File: src/hw/rtl/weighted_bilinear_table_interp_top_defines.svh
// Assertion macros for the weighted bilinear table interpolator.
// Used by the top-level module only.
`ifndef WEIGHTED_BILINEAR_TABLE_INTERP_TOP_DEFINES_SVH
`define WEIGHTED_BILINEAR_TABLE_INTERP_TOP_DEFINES_SVH

// Implication checked on every edge outside reset
`define WBTI_ASSERT_IMP(label, ante, cons, msg) \
    label: assert property (@(posedge aclk) disable iff (!aresetn) (ante) |-> (cons)) \
        else $error(msg);

// Implication checked in the cycle after the antecedent
`define WBTI_ASSERT_NEXT(label, ante, cons, msg) \
    label: assert property (@(posedge aclk) disable iff (!aresetn) (ante) |=> (cons)) \
        else $error(msg);

`endif

File: src/hw/rtl/wbti_divider.sv
// Restoring divider: 24-bit unsigned quotient of (num << 24) / den, num < den.
// Depends on nothing; one quotient bit per cycle.
module wbti_divider (
    input  logic        aclk,
    input  logic        aresetn,
    input  logic        start,
    input  logic [32:0] num,
    input  logic [32:0] den,
    output logic        done,
    output logic [23:0] quot
);
    logic [33:0] rem_reg, rem_next;
    logic [32:0] den_reg;
    logic [23:0] q_reg, q_next;
    logic [4:0]  cnt_reg;
    logic        busy_reg;
    logic [34:0] trial;

    // one shift-subtract step
    always_comb begin
        trial    = {rem_reg, 1'b0} - {2'b00, den_reg};
        rem_next = {rem_reg[32:0], 1'b0};
        q_next   = {q_reg[22:0], 1'b0};
        if (!trial[34]) begin
            rem_next = trial[33:0];
            q_next   = {q_reg[22:0], 1'b1};
        end
    end

    always_ff @(posedge aclk) begin
        if (!aresetn) begin
            busy_reg <= 1'b0;
            cnt_reg  <= '0;
            done     <= 1'b0;
        end else begin
            done <= 1'b0;
            if (start) begin
                busy_reg <= 1'b1;
                cnt_reg  <= 5'd0;
                rem_reg  <= {1'b0, num};
                den_reg  <= den;
                q_reg    <= '0;
            end else if (busy_reg) begin
                rem_reg <= rem_next;
                q_reg   <= q_next;
                cnt_reg <= cnt_reg + 5'd1;
                if (cnt_reg == 5'd23) begin
                    busy_reg <= 1'b0;
                    done     <= 1'b1;
                end
            end
        end
    end
    assign quot = q_reg;
endmodule

File: config.mk
export PLATFORM = sky130hd
export DESIGN_NAME = wbti_divider
export DESIGN_NICKNAME = d
export VERILOG_FILES = /design/src/hw/rtl/weighted_bilinear_table_interp_top_defines.svh /design/src/hw/rtl/wbti_divider.sv
export SDC_FILE = /design/constraint.sdc
export NUM_CORES = 1
export LEC_CHECK = 0
export BUFFER_PORTS_ARGS = -buffer_cell sky130_fd_sc_hd__buf_4
export CAP_MARGIN = 20
export CORE_ASPECT_RATIO = 2
export CORE_MARGIN = 2
export CORE_UTILIZATION = 52
export DETAILED_ROUTE_END_ITERATION = 12
export GPL_TIMING_DRIVEN = 0
export PLACE_DENSITY = 0.8
export REMOVE_ABC_BUFFERS = 1
export SLEW_MARGIN = 20
export SYNTH_ARGS = -nofsm -noshare
export SYNTH_HDL_FRONTEND = slang
export SYNTH_SLANG_ARGS = --single-unit
File: constraint.sdc
create_clock -name aclk -period 2.8 [get_ports aclk]
set_clock_uncertainty 0.05 [all_clocks]
set_input_delay 0.42 -clock aclk [delete_from_list [all_inputs] [get_ports aclk]]
set_output_delay 0.42 -clock aclk [all_outputs]
set_load 0.03 [all_outputs]
==> summary.md <==
| Metric | Value |
|---|---|
| Switching pwr | between 1.5 and 2 mW |
| Synth Flop Type | edfxtp_1 |
| CP max stage delay | 0.46 ns |
| Nets | 792 |
| Leakage Power | 3.277 nW |
| Comb power frac | a little under two fifths |
| Top Ports | 94 |
| DRT Pass-1 Iters | 5 |
| Mapped Cells | 591 |
| Largest net degree at the start of global routing | 81 |
| Post-synth EDFFs | 91 |
| Crit path max-delay cell type | edfxtp_1 |
| Slew @ Worst Pin | 0.8828 ns |
| VDD IR max | approximately 460 uV |
| Sink Count | approximately 100 |
| DRT antenna net count | 0 |
| Placer congestion estimate | 0.8726 |
| Setup ws final | -0.4075 ns |
| Seq/Total Area, Yosys | around 47% |
| CP cell instances | ha_4, nand2_1, or3_4, a21oi_4, o41ai_4, nor2_2, a21oi_4, buf_6, buf_6, xnor2_4, buf_12, mux2i_2, o21ai_1 |
| YS warnings | 0 |
| Synth unique cells | between 60 and 70 |
| Slew Limit Fails | 0 |
| H-tree depth | 3 |
| CTS tree | yes |
| Die area | approximately 13000 um2 |
| Unrepaired setup endpoints after global routing | yes |
| Power Density | 616.9 nW/um2 |
| Share of cells above drive strength 1 | 36.46% |
| Relative slew slack | 40.78% |
| Core ar. | 11560 um2 |
| Total GRT Usage | 24.34% |
| #FFs+latches synth | 98 |
| Max reg flops | 34 |
| WP data required | 2.82 ns |
| Commonest cells after routing, fill and taps aside | buf_4, edfxtp_1, nand2_1 |
| Violated checks | negative setup slack |
| Cts hold-fix bufs | 0 |
| Crit path kind | reg -> reg |
| Avg Inst Size Synth | 10.33 um2 |
| WP data arrival | 3.23 ns |
| Maxcap violations | 0 |
| Internal power | 3.352 mW |
| Tmin final | 3.207 ns |
| CP Max Fanout | 8 |
| Worst-path clk slew | 0.07 ns |
| Vias | 4988 |
| Worst hold margin | approximately 0.19 ns |
| Std-Cell Rows | 56 |
| Hpwl dp | 8887 um |
| First-pass GRT wire length | roughly 23000 um |
| Fin crit share | 114.6% |
| Root Buffer | clkbuf_16 |
| Final setup viols | 34 |
| Worst-skew pair later-pin latency | 0.35 ns |
| Final hold vios | 0 |
| Most common cell after layout, fill and taps aside | buf_4 |
| DRC viols | 0 |
| Grt total ovfl | 0 |
| Clock power share | 25.1% |
| Initial antenna violation count | 0 |
| Status | finished with violations |
| Sw Share | 32.78% |
| Total CTS buffers | 9 |
| IO Port Bufs | 93 |
| Vias/cell | slightly below 6 |
| Vias in the first global route | 4866 |
| Area Overhead vs Synth | 32.40% |
| Starting density of the core | 52.81% |
| Pre-CTS WS | -1.309 ns |
| Part of the power in registers | 36.7% |
| Critical path capture point type | flip-flop |
| Total wire length | roughly 16000 um |
| Iter 0 DRT Violations | 436 |
| Routed wire length per instance | 19.50 um |
| Hold Path Class | in -> reg |
| Post-Syn Area | 6106 um2 |
| ANT cells | 0 |
| Maximum operating frequency | 0.3118 GHz |
| Crit start category | flip-flop |
| Chip Width | a little over 80 um |
| Die H | 157.2 um |
| Bufs on Longest Clock Path | 2 |
| Ys async rst share | 0% |
[Yosys cell counts, types with 8 or more instances]
cell type	count	area (um2)
xnor2_1	18	157.7
a21o_1	16	120.1
nor2_1	35	131.4
nand4_1	13	81.33
o21ai_0	27	135.1
xor2_1	13	113.9
nand2_1	63	236.5
buf_4	25	187.7
mux2i_1	22	220.2
inv_1	41	153.9
a21oi_1	25	125.1
o21ai_1	8	40.04
ha_1	33	412.9
clkbuf_1	17	63.81
nor2b_1	29	181.4
edfxtp_1	91	2733
[cell families after synthesis]
| family | Yosys count | synth area share [%] |
|---|---|---|
| adders and majority gates | 34 | 7.090 |
| muxes | 24 | 4.037 |
| xor gates and xnor gates | 33 | 5.164 |
| AOI/OAI and AO/OA | 132 | 14.63 |
| DFF | 98 | 47.05 |
| and+or+nand+nor | 176 | 14.14 |
| buffers and inverters | 94 | 7.889 |
[final timing paths]
check	endpoint	slack [ns]	cells after the start	startpoint
max	rem_reg[16]	-0.41	13	rem_reg[21]
min	den_reg[3]	0.19	1	den[3]
max reg2reg	rem_reg[16]	-0.41	13	rem_reg[21]
min reg2reg	cnt_reg[4]	0.49	2	cnt_reg[4]
[cell type report]
class	instances	area, um2
Fill cell	808	3477
Timing Repair Buffer	137	1157
Inverter	43	163.9
Clock inverter	7	68.82
Tap cell	145	181.4
Clock buffer	9	225.2
Multi-Input combinational cell	400	3415
Sequential cell	98	2873
[through the flow]
step	power [mW]	utilization [%]	TNS, ns	area (um2)	cells
floorplan	2.725	-	-9.374	5786	540
global placement	3.026	57.65	-81.07	6665	778
detailed placement	3.067	57.95	-35.74	6700	779
CTS	4.653	66.43	-9.524	7680	824
global route	5.177	69.92	-14.79	8084	839
finish	4.987	69.92	-10.98	8084	839
[layer usage]
metal	wire [um]	vias to the layer above	global-route usage, %
met5	0	-	0
met4	951	0	12.83
met3	905	74	3.555
met2	8456	229	42.26
met1	6048	2378	28.47
li1	-	2307	-
[what timing repair did]
action,in CTS,in global routing
pin swaps,36,40
buffers inserted,28,17
cloned,1,2
setup endpoints to repair,35,35
resized for setup,90,67
[power by group through the flow]
| stage | combinational [mW] | clock (mW) | sequential (mW) |
|---|---|---|---|
| floorplan | 0.861 | 0 | 1.86 |
| global placement | 1.19 | 0 | 1.83 |
| detailed placement | 1.23 | 0 | 1.84 |
| CTS | 1.57 | 1.26 | 1.82 |
| global route | 2.02 | 1.32 | 1.84 |
| finish | 1.90 | 1.25 | 1.83 |
[critical path: cells and delay by family (launching register included)]
family	cells	cell delay [ns]
AO/OA/AOI/OAI	4	0.51
buffers and inverters	3	0.44
AND/OR/NAND/NOR	3	0.62
XOR/XNOR	1	0.23
multiplexers	1	0.22
flip-flops	1	0.46
adder cells (fa/ha/maj)	1	0.37
Power figures use the tool's default switching activity.
